==> src/design/hse_pkg.sv <==
package hse_pkg;

   localparam int unsigned NUM_BUCKETS_DEF = 128;
   localparam int unsigned WAYS_DEF        = 4;
   localparam int unsigned KEY_W           = 32;
   localparam int unsigned COUNT_W         = 10;

   // Request codes. The unused code is served as a membership query.
   localparam logic [1:0] REQ_INSERT = 2'd0;
   localparam logic [1:0] REQ_QUERY  = 2'd1;
   localparam logic [1:0] REQ_REMOVE = 2'd2;

   // Result status codes.
   localparam logic [2:0] ST_INSERTED  = 3'd0;
   localparam logic [2:0] ST_PRESENT   = 3'd1;
   localparam logic [2:0] ST_FOUND     = 3'd2;
   localparam logic [2:0] ST_NOT_FOUND = 3'd3;
   localparam logic [2:0] ST_REMOVED   = 3'd4;
   localparam logic [2:0] ST_FULL      = 3'd5;

   typedef struct packed {
      logic [1:0]              req_type;
      logic signed [KEY_W-1:0] key;
   } req_payload_type;

   typedef struct packed {
      logic [2:0]         status;
      logic [COUNT_W-1:0] element_count;
   } rsp_payload_type;

   typedef struct packed {
      logic ready;
      logic clearing;
   } tbl_status_type;

endpackage

==> src/design/hse_hash.sv <==
module hse_hash import hse_pkg::*; #(
   parameter int unsigned NUM_BUCKETS = NUM_BUCKETS_DEF
) (
   input  logic                           clock,
   input  logic                           reset,
   input  logic                           in_valid,
   input  req_payload_type                in_req,
   input  logic                           advance,
   output logic                           out_valid,
   output req_payload_type                out_req,
   output logic [$clog2(NUM_BUCKETS)-1:0] out_bucket
);

   localparam int unsigned BKT_W = $clog2(NUM_BUCKETS);
   localparam int unsigned REM_W = BKT_W + 1;
   localparam logic [2*KEY_W-1:0] RECIP_WIDE = (64'd1 << KEY_W) / NUM_BUCKETS;
   localparam logic [KEY_W-1:0]   RECIP      = RECIP_WIDE[KEY_W-1:0];
   localparam logic [REM_W-1:0]   NB         = REM_W'(NUM_BUCKETS);

   logic                  s1_valid_ff;
   req_payload_type       s1_req_ff;
   logic [2*KEY_W-1:0]    s1_prod;

   logic                  s2_valid_ff;
   req_payload_type       s2_req_ff;
   logic [REM_W-1:0]      s2_q_ff;
   logic [REM_W-1:0]      s2_q_in;
   logic [2*REM_W-1:0]    s2_qn;
   logic [REM_W-1:0]      s2_rem;

   logic                  s3_valid_ff;
   req_payload_type       s3_req_ff;
   logic [REM_W-1:0]      s3_rem_ff;
   logic [REM_W-1:0]      s3_rem_fix;

   // The reciprocal estimate of the quotient is exact or one short, so the
   // remainder estimate lies below twice the bucket count and only its low
   // bits are needed.
   assign s1_prod = {{KEY_W{1'b0}}, s1_req_ff.key} * {{KEY_W{1'b0}}, RECIP};
   assign s2_q_in = s1_prod[KEY_W +: REM_W];

   assign s2_qn  = {{REM_W{1'b0}}, s2_q_ff} * {{REM_W{1'b0}}, NB};
   assign s2_rem = s2_req_ff.key[REM_W-1:0] - s2_qn[REM_W-1:0];

   assign s3_rem_fix = (s3_rem_ff >= NB) ? (s3_rem_ff - NB) : s3_rem_ff;

   always_ff @(posedge clock) begin
      if (reset) begin
         s1_valid_ff <= 1'b0;
         s2_valid_ff <= 1'b0;
         s3_valid_ff <= 1'b0;
      end else if (advance) begin
         s1_valid_ff <= in_valid;
         s2_valid_ff <= s1_valid_ff;
         s3_valid_ff <= s2_valid_ff;
      end
   end

   always_ff @(posedge clock) begin
      if (advance) begin
         s1_req_ff <= in_req;
         s2_req_ff <= s1_req_ff;
         s2_q_ff   <= s2_q_in;
         s3_req_ff <= s2_req_ff;
         s3_rem_ff <= s2_rem;
      end
   end

   assign out_valid  = s3_valid_ff;
   assign out_req    = s3_req_ff;
   assign out_bucket = s3_rem_fix[BKT_W-1:0];

endmodule

==> config.mk <==
export PLATFORM = sky130hd
export DESIGN_NAME = hse_hash
export DESIGN_NICKNAME = d
export VERILOG_FILES = /design/src/design/hse_pkg.sv /design/src/design/hse_hash.sv
export SDC_FILE = /design/constraint.sdc
export NUM_CORES = 1
export LEC_CHECK = 0
export ABC_AREA = 1
export CAP_MARGIN = 20
export CORE_MARGIN = 1
export CORE_UTILIZATION = 55
export DETAILED_ROUTE_END_ITERATION = 10
export DONT_BUFFER_PORTS = 1
export PLACE_DENSITY = 0.8
export REMOVE_ABC_BUFFERS = 1
export SETUP_SLACK_MARGIN = 0.15
export SKIP_CTS_REPAIR_TIMING = 1
export SLEW_MARGIN = 40
export SYNTH_ARGS = -nofsm -noshare
export SYNTH_HDL_FRONTEND = slang
export SYNTH_SLANG_ARGS = --single-unit
==> constraint.sdc <==
create_clock -name clock -period 0.8 [get_ports clock]
set_input_delay 0.04 -clock clock [delete_from_list [all_inputs] [get_ports clock]]
set_output_delay 0.04 -clock clock [all_outputs]
set_load 0.05 [all_outputs]
[After elaboration in Yosys (flattened, before gate mapping)]
Index checks and enable logic that the tools add are counted.
Storage, ports and cells
  register bits after elaboration: 114
  input bits: 38
  output and inout port bits: 42
  word-level logic and storage cells: 15
Cells by class
  add/subtract/negate cells: 2
  magnitude comparators: 1
  muxes and demuxes: 1
Operators with widths (count)
  $ge 8x8->1 const B: 1
  $sub 8x8->8: 1
  $mux 7: 1
  $sub 7x1->7 const B: 1

[Logic depth before layout (Yosys ltp)]
Gate-level depths: netlist (run 1).
  depth after elaboration: 2
  gate-level depth with buffers: 4
  mapped depth without buffers: 4

[Least setup slack after synthesis (run 1)]
No wires, ideal clock.
  path kind: reg2out
  start: register s3_req_ff (netlist bit out_req[0])
  end: output port out_req[0] (netlist bit)
  arrival time: 0.904 ns
  required time: 0.760 ns
  setup slack: -0.144 ns
  cell stages (with the launch flop): 2
  buffers on the path: 1
  path through: edfxtp_1 buf_4
RTL lines
  start, declared: line hse_hash.sv:32  | req_payload_type s3_req_ff;
  start signal, assigned: line hse_hash.sv:64  | s3_req_ff <= s2_req_ff;
  end, declared: line hse_hash.sv:10  | output req_payload_type out_req,
No word-level cell between the ends.

==> metrics.md, run 1 <==
| Metric | Value |
|---|---|
| Final RePlAce weighted congestion | `0.666` |
| Fill count | `289` |
| Sum of net half-perimeters after detailed placement | `2590 um` |
| Global-route total usage across every layer | `14.1%` |
| Width of the die | `78.7 um` |
| Clk Latency, worst-skew pair | `0.35 ns` |
| Slew at the pin closest to its max-slew limit | `0.136 ns` |
| Combined area of all synthesized cells | `3240 um2` |
| CP Buf/Inv Count | `1` |
| Kind of cell adding the most delay to the critical path | `flip-flops` |
| Wire length of the first global-routing pass | `5810 um` |
| Peak fanout along the critical path | `2` |
| Post-placement setup slack | `0.147 ns` |
| Min setup slack post-route | `-0.215 ns` |
| Unrepaired setup endpoints after global routing | `true` |
| Most used DFF post-synth | `sky130_fd_sc_hd__edfxtp_1` |
| Die boundary height | `78.7 um` |
| Count of final setup violators | `42` |
| Share of final-layout standard cells stronger than drive strength 1 | `30.1%` |
| Overflow left after global routing | `0` |
| Post-synthesis to final-layout area growth | `36.7%` |
| Area of the core | `5570 um2` |
| Initial DRC count | `111` |
| CTS Buffer Depth | `2` |
| Slowest cell delay on critical path | `0.43 ns` |
| Required time of the worst setup path | `0.76 ns` |
| Signal arrival time at the worst endpoint | `0.98 ns` |
| Overall die area | `6190 um2` |
| Most numerous cell in the Yosys netlist | `sky130_fd_sc_hd__edfxtp_1` |
| Initial DRT Pass Iterations | `4` |
| Critical Setup Path Class | `reg -> out` |
| Overall Power | `11.3 mW` |
| Critical path's slowest cell | `sky130_fd_sc_hd__edfxtp_1` |
| Top cell type's share of synthesized area | `94.7%` |
| Total wirelength of the detailed-routed design | `4500 um` |
| Number of buffers added by the clock tree synthesis step | `9` |
| Synth warnings | `0` |
| Number of antenna diodes | `0` |
| Row count | `27` |
| Leading cell types by total area after synthesis | `sky130_fd_sc_hd__edfxtp_1, sky130_fd_sc_hd__dfxtp_1, sky130_fd_sc_hd__buf_4, sky130_fd_sc_hd__nand2_1, sky130_fd_sc_hd__nor2_1` |
| Run status | `finished with violations` |
| Vias in the first global route | `1169` |
| Avg Synthesized Cell Area | `25.3 um2` |
| List of most frequent post-synthesis cells | `sky130_fd_sc_hd__edfxtp_1, sky130_fd_sc_hd__buf_4, sky130_fd_sc_hd__nand2_1, sky130_fd_sc_hd__nor2_1, sky130_fd_sc_hd__inv_1` |
| Peak ir drop on the vdd network | `1.77 mV` |
| CTS Root Cell | `sky130_fd_sc_hd__clkbuf_8` |
| Clock tree from TritonCTS | `done` |
| Failing checks | `hold timing, setup timing` |
| Category of the worst setup path launch point | `flip-flop` |
| Final Max Tran Viols | `0` |
| MaxCap Viol Count | `0` |
| Setup crit end kind | `primary output` |
| Flop and latch count out of synthesis | `105` |
| Final #Nets | `240` |
| Fraction of the yosys area taken by sequential cells | `96.5%` |
| Min cycle time layout | `1.02 ns` |
| Pin count of the biggest net entering global routing | `109` |
| Clock sinks | `105` |
| Number of nets with antenna violations after detailed routing | `0` |
| Library cells used by synthesis | `6` |
| Share of async-settable or async-resettable flops after synthesis | `0%` |
| Fmax | `985 MHz` |
| Effective utilization at floorplan | `58.0%` |
| Detail-routed via count per cell | `4.77` |
| Pwr Density | `2550 nW/um2` |
| Worst clock skew | `0.00738 ns` |
| Antenna violations before repair | `0` |
| Final count of hold timing violations | `105` |
| Type of the tightest min-delay check | `in -> reg` |
| EDFF count, synth | `102` |
| Top Ports | `80` |
| Static leakage | `1.60 nW` |
| Clk pin slew, worst setup/hold paths | `0.09 ns` |
| Average routed wire per standard cell | `16.2 um` |
| Library cell with the largest summed area after synthesis | `sky130_fd_sc_hd__edfxtp_1` |
| Critical path cell sequence | `buf_12` |
| Quantity of I/O buffers inserted on ports | `0` |
| Post-Syn Instances | `128` |
| Final cycle utilization of the critical path | `127%` |
| DRC viols | `0` |
| Slew Limit Headroom | `91.0%` |
| Vias | `1327` |
| Minimum hold slack | `-0.207 ns` |
| Count of H-tree levels built during CTS | `3` |
[per-stage QoR]
stage	cell area, um2	hold slack, ns	utilization (%)	TNS (ns)	std cells
6_report	4420	-0.207	79.3	-7.42	278
5_1_grt	4420	-0.233	79.3	-9.18	278
4_1_cts	3980	-0.240	71.4	-8.42	243
3_5_place_dp	3750	0.139	67.3	0	228
3_3_place_gp	3750	0.139	67.3	0	228
2_1_floorplan	3180	0.139	-	-2.07	121
[sequential cells by signal, indices dropped and copies added (netlist names)]
register	count
s1_valid_ff	1
s1_req_ff	34
s2_req_ff	34
s2_valid_ff	1
out_valid	1
out_req	34
[cells by family after synthesis]
family / after synthesis / synth area share, %
DFF: 105 / 96.5
and+or+nand+nor: 12 / 1.39
buffers and inverters: 11 / 2.09
[power by group]
part / total, mW / internal (mW) / switching, mW
Combinational: 0.963 / 0.419 / 0.545
Sequential: 6.61 / 6.47 / 0.142
Clock: 3.68 / 2.05 / 1.63
[path summary, 6_finish.rpt]
path	start	endpoint	slack [ns]	cells past startpoint
setup / recovery	out_req[6]	out_bucket[6]	-0.22	1
hold / removal	advance	s1_req_ff[5]	-0.21	0
setup reg to reg	s2_req_ff[16]	out_req[16]	0.11	0
hold reg to reg	s1_req_ff[8]	s2_req_ff[8]	0.42	0
[cell type report]
type	count	area, um2	area share (%)
Timing Repair Buffer	70	895	20.2
Tap cell	72	90.1	2.04
Sequential cell	105	3130	70.7
Inverter	4	15.0	0.339
Clock buffer	9	124	2.80
Multi-Input combinational cell	12	65.1	1.47
Clock inverter	6	108	2.43
[layout by cell type, fill, tap and decap left out]
cell type / synthesis / layout
sky130_fd_sc_hd__clkbuf_8: 0 / 9
sky130_fd_sc_hd__inv_2: 0 / 2
sky130_fd_sc_hd__buf_8: 0 / 1
sky130_fd_sc_hd__buf_6: 0 / 17
sky130_fd_sc_hd__buf_12: 0 / 17
sky130_fd_sc_hd__nor2_4: 0 / 1
sky130_fd_sc_hd__nand2_1: 6 / 2
sky130_fd_sc_hd__clkinv_2: 0 / 2
sky130_fd_sc_hd__nand2_2: 0 / 4
sky130_fd_sc_hd__nor2_2: 0 / 1
sky130_fd_sc_hd__dfxtp_2: 0 / 3
sky130_fd_sc_hd__edfxtp_1: 102 / 102
sky130_fd_sc_hd__nor2_1: 6 / 4
sky130_fd_sc_hd__buf_4: 7 / 1
sky130_fd_sc_hd__clkinvlp_4: 0 / 1
sky130_fd_sc_hd__inv_1: 4 / 2
sky130_fd_sc_hd__bufinv_16: 0 / 3
sky130_fd_sc_hd__dlygate4sd3_1: 0 / 34
[routing by layer]
layer / share of wire (%) / vias to the layer above / track usage, % / wire length [um]
li1: - / 627 / - / -
met1: 36 / 633 / 13.5 / 1600
met2: 57 / 57 / 24.5 / 2590
met3: 4.7 / 10 / 4.71 / 213
met4: 2.2 / 0 / 11.3 / 101
met5: 0 / - / 0 / 0
Note: power is estimated with default switching activity, not from simulation.
==> run 2: changes to the inputs <==
Settings changed: CAP_MARGIN 20 to default, CORE_MARGIN 1 to 4.
==> metrics.md, run 2 (synthesis gave the netlist of run 1 again) <==
| Metric | Value |
|---|---|
| Run status | `finished with violations` |
| Failing checks | `hold timing, setup timing` |
| Switching pwr | `2.39 mW` |
| Wire length of the first global-routing pass | `6590 um` |
| Vias | `1355` |
| Min setup slack post-route | `-0.229 ns` |
| Unrepaired setup endpoints after global routing | `true` |
| Clk pin slew, worst setup/hold paths | `0.09 ns` |
| Static leakage | `1.60 nW` |
| Sequential group share of total power | `63.2%` |
| Final count of hold timing violations | `105` |
| Antenna violations before repair | `0` |
| Final cycle utilization of the critical path | `129%` |
| Peak fanout along the critical path | `1` |
| Required time of the worst setup path | `0.76 ns` |
| Detail-routed via count per cell | `4.87` |
| Switching power share of the total | `22.8%` |
| Sum of net half-perimeters after detailed placement | `2840 um` |
| Effective utilization at floorplan | `57.7%` |
| Clk pwr share | `27.2%` |
| Die boundary height | `84.7 um` |
| Kind of cell adding the most delay to the critical path | `flip-flops` |
| Setup crit end kind | `primary output` |
| Number of antenna diodes | `0` |
| Slowest cell delay on critical path | `0.46 ns` |
| CP Buf/Inv Count | `1` |
| Final Max Tran Viols | `0` |
| Row count | `27` |
| Design internal power | `8.08 mW` |
| MaxCap Viol Count | `0` |
| Clock tree from TritonCTS | `done` |
| Number of nets with antenna violations after detailed routing | `0` |
| Final RePlAce weighted congestion | `0.736` |
| CTS Root Cell | `sky130_fd_sc_hd__clkbuf_8` |
| Slew at the pin closest to its max-slew limit | `0.163 ns` |
| Vias in the first global route | `1278` |
| Slew Limit Headroom | `89.2%` |
| Overall die area | `7170 um2` |
| CTS Buffer Depth | `2` |
| Count of final setup violators | `42` |
| Overflow left after global routing | `0` |
| Most common library cell in the layout ignoring fill and taps | `sky130_fd_sc_hd__edfxtp_1` |
| Peak ir drop on the vdd network | `1.82 mV` |
| Critical path cell sequence | `buf_12` |
| Type of the tightest min-delay check | `in -> reg` |
| Count of H-tree levels built during CTS | `3` |
| Pin count of the biggest net entering global routing | `109` |
| Post-synthesis to final-layout area growth | `36.5%` |
| Quantity of I/O buffers inserted on ports | `0` |
| DRC viols | `0` |
| Total Neg Setup Slack | `-7.57 ns` |
| Min cycle time layout | `1.03 ns` |
| Clock sinks | `105` |
| Signal arrival time at the worst endpoint | `0.99 ns` |
| Top Ports | `80` |
| Total wirelength of the detailed-routed design | `4740 um` |
| Width of the die | `84.7 um` |
| Clk Latency, worst-skew pair | `0.35 ns` |
| Share of final-layout standard cells stronger than drive strength 1 | `27.7%` |
| Critical Setup Path Class | `reg -> out` |
| Worst clock skew | `0.00524 ns` |
| Leading cell types in the layout, fill and taps excluded | `sky130_fd_sc_hd__edfxtp_1, sky130_fd_sc_hd__dlygate4sd3_1, sky130_fd_sc_hd__buf_12, sky130_fd_sc_hd__buf_6, sky130_fd_sc_hd__clkbuf_8` |
| Area of the core | `5610 um2` |
| Final #Nets | `239` |
| Initial DRT Pass Iterations | `4` |
| Critical path's slowest cell | `sky130_fd_sc_hd__edfxtp_1` |
| Initial DRC count | `95` |
| Pwr Density | `2370 nW/um2` |
| Category of the worst setup path launch point | `flip-flop` |
| Average routed wire per standard cell | `17.1 um` |
| Number of buffers added by the clock tree synthesis step | `9` |
| Fmax | `972 MHz` |
| Power share of the combinational group | `9.5%` |
| Global-route total usage across every layer | `12.8%` |
| Minimum hold slack | `-0.199 ns` |
[run 2: cell count changes in the layout (fill, tap and decap cells not counted), sizes merged]
cell    delta
bufinv     -3
clkinv     +3
buf        -1
inv        +1
[run 2: power groups by stage]
stage / combinational, mW / sequential (mW) / clock (mW)
2_1_floorplan: 0.0206 / 7.12 / 0
5_1_grt: 1.02 / 6.66 / 3.21
6_report: 0.995 / 6.62 / 2.85
4_1_cts: 0.842 / 6.63 / 2.93
3_5_place_dp: 0.843 / 6.75 / 0
3_3_place_gp: 0.836 / 6.72 / 0
[run 2: final timing paths]
kind | from | to | slack [ns] | cells after the start
worst max-delay path | out_req[31] | out_req[31] | -0.23 | 1
worst min-delay path | advance | s1_req_ff[12] | -0.20 | 0
worst max register to register | s2_req_ff[3] | out_req[3] | 0.15 | 0
worst min register to register | s1_req_ff[11] | s2_req_ff[11] | 0.42 | 0
[run 2: area by class of cell]
class	instances	area, um2
Timing Repair Buffer	69	953
Clock inverter	7	56.3
Inverter	4	15.0
Clock buffer	9	124
Tap cell	72	90.1
Fill cell	311	1190
Sequential cell	105	3130
Multi-Input combinational cell	12	50.0
[run 2: stage by stage]
step	setup WS (ns)	area [um2]	std cells	util, %	total power, mW
6_report	-0.229	4420	278	78.7	10.5
5_1_grt	-0.287	4420	278	78.7	10.9
4_1_cts	-0.233	4030	244	71.8	10.4
3_5_place_dp	0.151	3850	228	68.6	7.59
3_3_place_gp	0.172	3850	228	68.6	7.55
2_1_floorplan	-0.144	3180	121	-	7.14
[run 2: routing by layer]
layer,vias up,part of all wire [%],wire length [um],global-route usage (%)
met5,-,0,0,0
met3,12,6.5,306,4.81
met1,658,33,1560,12.7
li1,626,-,-,-
met2,59,57,2710,22.8
met4,0,3.5,167,6.91
